$ cat config.mk
export PLATFORM = sky130hd
export DESIGN_NAME = sample_dma_buffer_cache
export DESIGN_NICKNAME = d
export VERILOG_FILES = /design/src/sv/sdbc_pkg.sv /design/src/sv/sdbc_ram.sv /design/src/sv/sdbc_links.sv /design/src/sv/sample_dma_buffer_cache.sv
export SDC_FILE = /design/constraint.sdc
export NUM_CORES = 2
export LEC_CHECK = 0
export BUFFER_PORTS_ARGS = -buffer_cell sky130_fd_sc_hd__buf_2
export CORE_ASPECT_RATIO = 1.1
export CORE_UTILIZATION = 45
export CTS_CLUSTER_DIAMETER = 30
export DETAILED_ROUTE_END_ITERATION = 8
export PLACE_DENSITY = 0.64
export REMOVE_ABC_BUFFERS = 1
export SETUP_SLACK_MARGIN = 0.15
export SLEW_MARGIN = 10
export SYNTH_ARGS = -nofsm -noshare
export SYNTH_HDL_FRONTEND = slang
export SYNTH_SLANG_ARGS = --single-unit
$ cat constraint.sdc
create_clock -name clk -period 13.63 [get_ports clk]
set_input_delay 1.363 -clock clk [delete_from_list [all_inputs] [get_ports clk]]
set_output_delay 1.363 -clock clk [all_outputs]
set_load 0.005 [all_outputs]
$ cat src/sv/sdbc_pkg.sv
// Shared constants for the sample DMA buffer cache.
package sdbc_pkg;

  // Default pool size
  localparam int NUM_BUFFERS_DEF = 16;

  // Reset value of the buffer size register, in bytes
  localparam logic [15:0] BUFFER_BYTES_RST = 16'h0800;

  // Frames an entry may stay unused before a tick frees it
  localparam logic [31:0] AGE_LAG = 32'd2;

  // Field widths
  localparam int ADDR_W = 31;
  localparam int LEN_W  = 16;
  localparam int IDX_W  = 4;
  localparam int TIME_W = 32;

  // Input function codes
  localparam logic FUNC_REQ  = 1'b0;
  localparam logic FUNC_TICK = 1'b1;

endpackage

$ cat src/sv/sdbc_ram.sv
// Generic single-write, single-read RAM with registered read data.
module sdbc_ram #(
  parameter int WIDTH = 32,
  parameter int DEPTH = 16
) (
  input  logic                     clk,
  input  logic                     we,
  input  logic [$clog2(DEPTH)-1:0] waddr,
  input  logic [WIDTH-1:0]         wdata,
  input  logic [$clog2(DEPTH)-1:0] raddr,
  output logic [WIDTH-1:0]         rdata
);

  logic [WIDTH-1:0] mem [DEPTH];

  always_ff @(posedge clk) begin
    if (we) begin
      mem[waddr] <= wdata;
    end
    rdata <= mem[raddr];
  end

endmodule

$ cat src/sv/sdbc_links.sv
// Next/prev link tables of the buffer lists, one read and one write port each.
module sdbc_links #(
  parameter int NUM_BUFFERS = 16
) (
  input  logic                           clk,
  input  logic                           rst,
  input  logic [$clog2(NUM_BUFFERS)-1:0] nx_ra,
  output logic [$clog2(NUM_BUFFERS+1)-1:0] nx_rd,
  input  logic [$clog2(NUM_BUFFERS)-1:0] pv_ra,
  output logic [$clog2(NUM_BUFFERS+1)-1:0] pv_rd,
  input  logic                           nx_we,
  input  logic [$clog2(NUM_BUFFERS)-1:0] nx_wa,
  input  logic [$clog2(NUM_BUFFERS+1)-1:0] nx_wd,
  input  logic                           pv_we,
  input  logic [$clog2(NUM_BUFFERS)-1:0] pv_wa,
  input  logic [$clog2(NUM_BUFFERS+1)-1:0] pv_wd
);

  localparam int LW = $clog2(NUM_BUFFERS + 1);

  logic [LW-1:0] nxt_tab [NUM_BUFFERS];
  logic [LW-1:0] prv_tab [NUM_BUFFERS];

  assign nx_rd = nxt_tab[nx_ra];
  assign pv_rd = prv_tab[pv_ra];

  // Reset chains all entries into the free list in index order
  always_ff @(posedge clk) begin
    if (rst) begin
      for (int i = 0; i < NUM_BUFFERS; i++) begin
        nxt_tab[i] <= LW'(i + 1);
        prv_tab[i] <= (i == 0) ? LW'(NUM_BUFFERS) : LW'(i - 1);
      end
    end else begin
      if (nx_we) begin
        nxt_tab[nx_wa] <= nx_wd;
      end
      if (pv_we) begin
        prv_tab[pv_wa] <= pv_wd;
      end
    end
  end

endmodule

$ cat src/sv/sample_dma_buffer_cache.sv
// Request: walks the used list comparing each entry; a miss then allocates a free entry and links it.
// Tick: walks the used list, moves each aged entry to the free list, then advances the frame count.
// A new request or tick is accepted only from idle, once the previous one has finished.
// Results are strobed for one cycle on done; the receiver cannot stall.
// Synchronous reset: all buffers free in index order, frame count zero.
// Top level of the sample DMA buffer cache.
module sample_dma_buffer_cache #(
  parameter int NUM_BUFFERS = sdbc_pkg::NUM_BUFFERS_DEF
) (
  input  logic                        clk,
  input  logic                        rst,
  input  logic                        start,
  output logic                        busy,
  input  logic                        func,
  input  logic [sdbc_pkg::ADDR_W-1:0] req_addr,
  input  logic [sdbc_pkg::LEN_W-1:0]  req_len,
  input  logic                        buffer_bytes_we,
  input  logic [15:0]                 buffer_bytes_wdata,
  output logic                        done,
  output logic                        hit,
  output logic [sdbc_pkg::IDX_W-1:0]  buffer_index,
  output logic [15:0]                 byte_offset,
  output logic                        dma_start,
  output logic [sdbc_pkg::ADDR_W-1:0] dma_addr,
  output logic                        no_free_buffer
);

  localparam int IW = $clog2(NUM_BUFFERS);
  localparam int LW = $clog2(NUM_BUFFERS + 1);
  localparam int SW = $clog2(NUM_BUFFERS + 1);
  localparam logic [LW-1:0] NIL = LW'(NUM_BUFFERS);
  localparam int AW = sdbc_pkg::ADDR_W;
  localparam int TW = sdbc_pkg::TIME_W;

  localparam logic [3:0] S_IDLE = 4'd0;
  localparam logic [3:0] S_WCHK = 4'd1;
  localparam logic [3:0] S_WCMP = 4'd2;
  localparam logic [3:0] S_MSEL = 4'd3;
  localparam logic [3:0] S_MISS = 4'd4;
  localparam logic [3:0] S_PRE1 = 4'd5;
  localparam logic [3:0] S_PRE2 = 4'd6;
  localparam logic [3:0] S_SOLO = 4'd7;
  localparam logic [3:0] S_LA1  = 4'd8;
  localparam logic [3:0] S_LA2  = 4'd9;
  localparam logic [3:0] S_MOUT = 4'd10;
  localparam logic [3:0] S_TCHK = 4'd11;
  localparam logic [3:0] S_TCMP = 4'd12;
  localparam logic [3:0] S_TADV = 4'd13;

  logic [3:0]    state;
  logic [LW-1:0] e;
  logic [LW-1:0] last;
  logic [LW-1:0] la_to;
  logic [LW-1:0] la_n;
  logic [LW-1:0] tnext;
  logic [SW-1:0] steps;
  logic [LW-1:0] used_head;
  logic [LW-1:0] free_head;
  logic [TW-1:0] frame_count;
  logic [15:0]   buffer_bytes;
  logic          func_q;
  logic [AW-1:0] addr_q;
  logic [15:0]   len_q;

  logic [LW-1:0] nx_rd, pv_rd;
  logic [IW-1:0] nx_ra;
  logic          nx_we, pv_we;
  logic [IW-1:0] nx_wa, pv_wa;
  logic [LW-1:0] nx_wd, pv_wd;
  logic [AW-1:0] st_rdata;
  logic [TW-1:0] lu_rdata;
  logic          st_we, lu_we;

  function automatic logic is_nil(logic [LW-1:0] v);
    return v >= NIL;
  endfunction

  function automatic logic [IW-1:0] idx(logic [LW-1:0] v);
    return v[IW-1:0];
  endfunction

  assign busy = (state != S_IDLE);

  // Compare logic: request bounds and entry age
  logic [TW-1:0] addr_end, buf_end, aged_sum;
  logic          below_start, fits, aged, walk_end;
  assign addr_end    = {1'b0, addr_q} + {16'b0, len_q};
  assign buf_end     = {1'b0, st_rdata} + {16'b0, buffer_bytes};
  assign below_start = addr_q < st_rdata;
  assign fits        = buf_end >= addr_end;
  assign aged_sum    = lu_rdata + sdbc_pkg::AGE_LAG;
  assign aged        = aged_sum < frame_count;
  assign walk_end    = (steps == SW'(NUM_BUFFERS)) || is_nil(e);

  assign nx_ra = (state == S_LA1) ? idx(la_to) : idx(e);
  assign st_we = (state == S_MISS);
  assign lu_we = (state == S_MISS) || ((state == S_WCMP) && !below_start && fits);

  // Link table writes per sequencer step
  always_comb begin
    nx_we = 1'b0;
    nx_wa = idx(e);
    nx_wd = NIL;
    pv_we = 1'b0;
    pv_wa = idx(e);
    pv_wd = NIL;
    unique case (state)
      S_MISS: begin
        // unlink: prev[n] = p, next[p] = n
        pv_we = !is_nil(nx_rd);
        pv_wa = idx(nx_rd);
        pv_wd = pv_rd;
        nx_we = !is_nil(pv_rd);
        nx_wa = idx(pv_rd);
        nx_wd = nx_rd;
      end
      S_TCMP: begin
        pv_we = aged && !is_nil(nx_rd);
        pv_wa = idx(nx_rd);
        pv_wd = pv_rd;
        nx_we = aged && !is_nil(pv_rd);
        nx_wa = idx(pv_rd);
        nx_wd = nx_rd;
      end
      S_PRE1: begin
        nx_we = 1'b1;
        nx_wd = used_head;
        pv_we = 1'b1;
      end
      S_PRE2: begin
        pv_we = 1'b1;
        pv_wa = idx(la_n);
        pv_wd = e;
      end
      S_SOLO: begin
        nx_we = 1'b1;
        pv_we = 1'b1;
      end
      S_LA1: begin
        nx_we = 1'b1;
        nx_wd = nx_rd;
        pv_we = 1'b1;
        pv_wd = la_to;
      end
      S_LA2: begin
        pv_we = !is_nil(la_n);
        pv_wa = idx(la_n);
        pv_wd = e;
        nx_we = 1'b1;
        nx_wa = idx(la_to);
        nx_wd = e;
      end
      default: begin
      end
    endcase
  end

  // Configuration register
  always_ff @(posedge clk) begin
    if (rst) begin
      buffer_bytes <= sdbc_pkg::BUFFER_BYTES_RST;
    end else if (buffer_bytes_we) begin
      buffer_bytes <= buffer_bytes_wdata;
    end
  end

  // Sequencer
  always_ff @(posedge clk) begin
    if (rst) begin
      state       <= S_IDLE;
      used_head   <= NIL;
      free_head   <= '0;
      frame_count <= '0;
      done        <= 1'b0;
    end else begin
      done <= 1'b0;
      unique case (state)
        S_IDLE: begin
          if (start) begin
            func_q <= func;
            addr_q <= req_addr;
            len_q  <= req_len;
            steps  <= '0;
            last   <= NIL;
            e      <= used_head;
            state  <= (func == sdbc_pkg::FUNC_TICK) ? S_TCHK : S_WCHK;
          end
        end
        S_WCHK: begin
          state <= walk_end ? S_MSEL : S_WCMP;
        end
        S_WCMP: begin
          if (below_start) begin
            state <= S_MSEL;
          end else if (fits) begin
            done           <= 1'b1;
            hit            <= 1'b1;
            buffer_index   <= sdbc_pkg::IDX_W'(e);
            byte_offset    <= 16'(addr_q - st_rdata);
            dma_start      <= 1'b0;
            dma_addr       <= '0;
            no_free_buffer <= 1'b0;
            state          <= S_IDLE;
          end else begin
            last  <= e;
            e     <= nx_rd;
            steps <= steps + 1'b1;
            state <= S_WCHK;
          end
        end
        S_MSEL: begin
          e <= free_head;
          if (is_nil(free_head)) begin
            done           <= 1'b1;
            hit            <= 1'b0;
            buffer_index   <= '0;
            byte_offset    <= '0;
            dma_start      <= 1'b0;
            dma_addr       <= '0;
            no_free_buffer <= 1'b1;
            state          <= S_IDLE;
          end else begin
            state <= S_MISS;
          end
        end
        S_MISS: begin
          free_head <= nx_rd;
          if (!is_nil(last)) begin
            la_to <= last;
            state <= S_LA1;
          end else if (!is_nil(used_head)) begin
            state <= S_PRE1;
          end else begin
            state <= S_SOLO;
          end
        end
        S_PRE1: begin
          la_n      <= used_head;
          used_head <= e;
          state     <= S_PRE2;
        end
        S_PRE2: begin
          state <= S_MOUT;
        end
        S_SOLO: begin
          if (func_q == sdbc_pkg::FUNC_TICK) begin
            state <= S_TADV;
          end else begin
            used_head <= e;
            state     <= S_MOUT;
          end
        end
        S_LA1: begin
          la_n  <= nx_rd;
          state <= S_LA2;
        end
        S_LA2: begin
          state <= (func_q == sdbc_pkg::FUNC_TICK) ? S_TADV : S_MOUT;
        end
        S_MOUT: begin
          done           <= 1'b1;
          hit            <= 1'b0;
          buffer_index   <= sdbc_pkg::IDX_W'(e);
          byte_offset    <= {15'b0, addr_q[0]};
          dma_start      <= 1'b1;
          dma_addr       <= {addr_q[AW-1:1], 1'b0};
          no_free_buffer <= 1'b0;
          state          <= S_IDLE;
        end
        S_TCHK: begin
          if (walk_end) begin
            frame_count    <= frame_count + 1'b1;
            done           <= 1'b1;
            hit            <= 1'b0;
            buffer_index   <= '0;
            byte_offset    <= '0;
            dma_start      <= 1'b0;
            dma_addr       <= '0;
            no_free_buffer <= 1'b0;
            state          <= S_IDLE;
          end else begin
            state <= S_TCMP;
          end
        end
        S_TCMP: begin
          tnext <= nx_rd;
          if (aged) begin
            if (e == used_head) begin
              used_head <= nx_rd;
            end
            if (!is_nil(free_head)) begin
              la_to <= free_head;
              state <= S_LA1;
            end else begin
              free_head <= e;
              state     <= S_SOLO;
            end
          end else begin
            state <= S_TADV;
          end
        end
        S_TADV: begin
          e     <= tnext;
          steps <= steps + 1'b1;
          state <= S_TCHK;
        end
        default: begin
          state <= S_IDLE;
        end
      endcase
    end
  end

  sdbc_links #(.NUM_BUFFERS(NUM_BUFFERS)) u_links (
    .clk   (clk),
    .rst   (rst),
    .nx_ra (nx_ra),
    .nx_rd (nx_rd),
    .pv_ra (idx(e)),
    .pv_rd (pv_rd),
    .nx_we (nx_we),
    .nx_wa (nx_wa),
    .nx_wd (nx_wd),
    .pv_we (pv_we),
    .pv_wa (pv_wa),
    .pv_wd (pv_wd)
  );

  // Entry start addresses
  sdbc_ram #(.WIDTH(AW), .DEPTH(NUM_BUFFERS)) u_start_ram (
    .clk   (clk),
    .we    (st_we),
    .waddr (idx(e)),
    .wdata ({addr_q[AW-1:1], 1'b0}),
    .raddr (idx(e)),
    .rdata (st_rdata)
  );

  // Entry last-use frames
  sdbc_ram #(.WIDTH(TW), .DEPTH(NUM_BUFFERS)) u_use_ram (
    .clk   (clk),
    .we    (lu_we),
    .waddr (idx(e)),
    .wdata (frame_count),
    .raddr (idx(e)),
    .rdata (lu_rdata)
  );

endmodule

==> summary.md <==
| Metric | Value |
|---|---|
| Via-to-Cell Ratio | `5.70` |
| Total global-route track usage | `0.213` |
| Tot Pwr | `15.2 mW` |
| Post-route ant nets | `0` |
| Worst Tran Pin Value | `1150 ps` |
| Worst IR Drop VDD | `0.152 mV` |
| Routability-driven placement congestion ratio | `between 0.8 and 0.9` |
| Grt ovf | `0` |
| Startpoint class of the critical path | `flop` |
| Num CTS Buffers | `approximately 290` |
| Clock share of power | `0.450` |
| Net count, final | `3994` |
| Placed cells | `a little over 5000` |
| Final worst path period share | `0.480` |
| Number of flops mapped to enable cells by yosys | `1283` |
| Storage element area | `41100 um^2` |
| CTS sink cnt | `~1400` |
| Gate Count Post-Synth | `3442` |
| Fillers | `between 9000 and 10000` |
| CP endpoint kind | `flop` |
| Port bufs | `122` |
| Dpl ws | `7150 ps` |
| Crit-path cells | `ha_1 > nand2_1 > o21ai_0 > o41ai_1 > o2111ai_1 > a31oi_1 > nor2b_1 > nor2_1 > nor4_1 > xnor2_1 > ha_1 > a2111oi_0 > o21ai_0 > o21ai_0 > a21oi_1 > o211ai_1 > a21oi_1 > a21oi_2 > nor3_2 > buf_4` |
| Post-cts resize count | `0` |
| Final hold violations | `0` |
| Internal power | `11.0 mW` |
| Most frequent cells in the layout | `edfxtp_1, mux4_2, clkbuf_16` |
| Critical path required time | `14170 ps` |
| Multi-input gate area | `17300 um^2` |
| Yosys warnings | `0` |
| Largest net degree at the start of global routing | `129` |
| Crit path DAT | `7080 ps` |
| Share of layout cells above drive strength 1 | `0.272` |
| P&R area growth vs syn | `21.5%` |
| Achievable Freq | `153 MHz` |
| Comb pwr share | `0.208` |
| WS Path Type | `reg2reg` |
| Worst-Skew Late Latency | `~900 ps` |
| Met2 Resource Use GR | `0.347` |
| Final wirelength | `140 mm` |
| Initial core utilization | `0.453` |
| Number of global-route vias before repair | `33565` |
| Initial DRC Count | `2878` |
| NetSw | `around 4.2 mW` |
| I/O pin cnt | `124` |
| Final Max Slew Viols | `0` |
| Final Util | `0.550` |
| Status | `finished clean` |
| Number of hold buffers added after cts | `0` |
| CTS tree | `built` |
| CP Buf/Inv Count | `1` |
| Delay-heaviest family, CP | `compound AO/OA/AOI/OAI gates` |
| DR DRC count | `0` |
| Commonest non-fill, non-tap cell in the layout | `edfxtp_1` |
| Core area | `130000 um^2` |
| Slowest cell on the critical path | `a21oi_2` |
| Total setup buffers inserted after CTS | `0` |
| Switching part of the total | `0.278` |
| Initial antenna violation count | `6` |
| Final min period | `~6500 ps` |
| Register area share after synthesis | `0.696` |
| Die Wd | `348 um` |
| Final setup fails | `0` |
| Dpl hpwl | `around 83 mm` |
| Total power divided by cell area | `212 nW/um^2` |
| Cell Count, Final, Fillers Out | `5703` |
| Post-synth top flop | `edfxtp_1` |
| Clock skew | `77.6 ps` |
| Synthesized area per cell | `17.2 um^2` |
| Cell mode on critical path | `o21ai_0` |
| HP Class | `reg2reg` |
| Longest Clk Path Bufs | `4` |
| Post-Syn Area | `59100 um^2` |
| Asr flop ratio synth | `0` |
| Met1 Use GR | `0.282` |
| CTS clk-pin slew, worst paths | `about 40 ps` |
| Pre-antenna DRT Iters | `6` |
| Top Usage Layer GRT | `met2` |
| Root Buffer | `clkbuf_16` |
| Cell variety after synth | `70` |
| Register bit count reported by yosys | `about 1400` |
| Largest stage delay, worst path | `920 ps` |
| Critical-path maximum fanout | `32` |
| GR Util met3 | `0.0468` |
| Setup WS post-layout | `7090 ps` |
| Via count | `32517` |
| Htree depth | `5` |
| DIE HEIGHT | `around 380 um` |
| Lkg Pwr | `24.4 nW` |
| Setup_tns | `0 ps` |
| Area of the die | `133000 um^2` |
| Row count | `roughly 140` |
| Max_slew headroom | `0.230` |
| Max-cap viol count | `0` |
| Wirelength per Cell | `24.6 um` |
| Reg power frac | `0.341` |
| RSZ-0062 raised after global routing | `no` |
| First-pass GRT wire length | `211 mm` |
[final cells by class]
type | instances | area share
Inverter | 92 | 0.00481
Sequential cell | 1412 | 0.573
Antenna cell | 2 | 0.0000697
Timing Repair Buffer | 223 | 0.0196
Clock buffer | 328 | 0.105
Multi-Input combinational cell | 1780 | 0.240
Tap cell | 1692 | 0.0295
Clock inverter | 174 | 0.0278
[state kept, by name, summed over array words and instances, names as in the netlist, 5 cells and up, named ones only]
| name | flops |
|---|---|
| tnext | 5 |
| u_links.nxt_tab | 80 |
| dma_addr | 30 |
| u_start_ram.rdata | 30 |
| last | 5 |
| addr_q | 31 |
| len_q | 16 |
| steps | 5 |
| u_use_ram.mem | 512 |
| u_start_ram.mem | 480 |
| used_head | 5 |
| frame_count | 32 |
| la_n | 5 |
| u_use_ram.rdata | 32 |
| free_head | 5 |
| u_links.prv_tab | 80 |
| buffer_bytes | 16 |
| byte_offset | 16 |
| la_to | 5 |
| e | 5 |
[layer usage]
metal,routed length (um),vias up
met5,21,-
met4,3800,4
met3,9910,270
met2,68800,1185
met1,57700,16662
li1,-,14396
[cells in the mapped netlist (8+ instances only)]
| cell | count | area share |
|---|---|---|
| dfxtp_1 | 129 | 0.044 |
| o21a_1 | 14 | 0.0018 |
| or4_1 | 8 | 0.0010 |
| clkbuf_1 | 110 | 0.0070 |
| xor2_1 | 32 | 0.0047 |
| a22oi_1 | 13 | 0.0017 |
| inv_1 | 90 | 0.0057 |
| or2_2 | 23 | 0.0024 |
| a211oi_1 | 9 | 0.0011 |
| o21ai_0 | 59 | 0.0050 |
| mux4_2 | 340 | 0.13 |
| ha_1 | 128 | 0.027 |
| nand3_1 | 47 | 0.0040 |
| a21oi_1 | 79 | 0.0067 |
| a22o_1 | 8 | 0.0012 |
| nor2b_1 | 36 | 0.0038 |
| nor2_1 | 258 | 0.016 |
| and3_1 | 16 | 0.0017 |
| a31oi_1 | 13 | 0.0014 |
| edfxtp_1 | 1283 | 0.65 |
| mux2_2 | 8 | 0.0015 |
| xnor2_1 | 99 | 0.015 |
| nor3_1 | 70 | 0.0059 |
| buf_1 | 34 | 0.0022 |
| nand4_1 | 35 | 0.0037 |
| nand2b_1 | 56 | 0.0059 |
| buf_2 | 13 | 0.0011 |
| nor4_1 | 25 | 0.0026 |
| or3_1 | 11 | 0.0012 |
| nand2_1 | 168 | 0.011 |
| and2_1 | 45 | 0.0048 |
| a21o_1 | 23 | 0.0029 |
| mux2i_1 | 49 | 0.0083 |
| a221oi_1 | 17 | 0.0025 |
[cell families after synthesis]
logic type               Yosys count  synth area share
multiplexers                     398             0.140
XOR/XNOR                         131            0.0194
other                              1         0.0000635
flip-flops                      1412             0.696
AND/OR/NAND/NOR                  821            0.0675
AO/OA/AOI/OAI                    298            0.0333
buffers and inverters            250            0.0162
adder cells (fa/ha/maj)          131            0.0281
[per-stage QoR]
| stage | hold WS (ps) | instance area, um^2 |
|---|---|---|
| floorplan | 460 | 58500 |
| CTS | 505 | 71800 |
| global placement | 478 | 62200 |
| finish | 497 | 71800 |
| global route | 538 | 71800 |
| detailed placement | 490 | 62200 |
[tightest hold or removal path, cell delays in order, from the launching register on]
cell and delay [ps]:
dfxtp_1 320, mux2i_1 70, nor2_1 70
[power by group through the flow]
stage / Clock [mW] / Combinational, mW / Sequential, mW
2_1_floorplan: 0 / 2.31 / 5.48
3_3_place_gp: 0 / 3.15 / 5.28
3_5_place_dp: 0 / 3.17 / 5.28
4_1_cts: 6.96 / 3.20 / 5.20
5_1_grt: 7.16 / 3.45 / 5.22
6_report: 6.86 / 3.17 / 5.20
[worst paths after layout]
kind                                 startpoint                  end  slack (ps)  cells past startpoint
worst max-delay path                  addr_q[2]  u_use_ram.mem[6][6]        7090                     20
worst min-delay path            buffer_bytes[4]      buffer_bytes[4]         500                      2
worst max register to register        addr_q[2]  u_use_ram.mem[6][6]        7090                     20
worst min register to register  buffer_bytes[4]      buffer_bytes[4]         500                      2
Note: power is estimated with default switching activity, not from simulation.
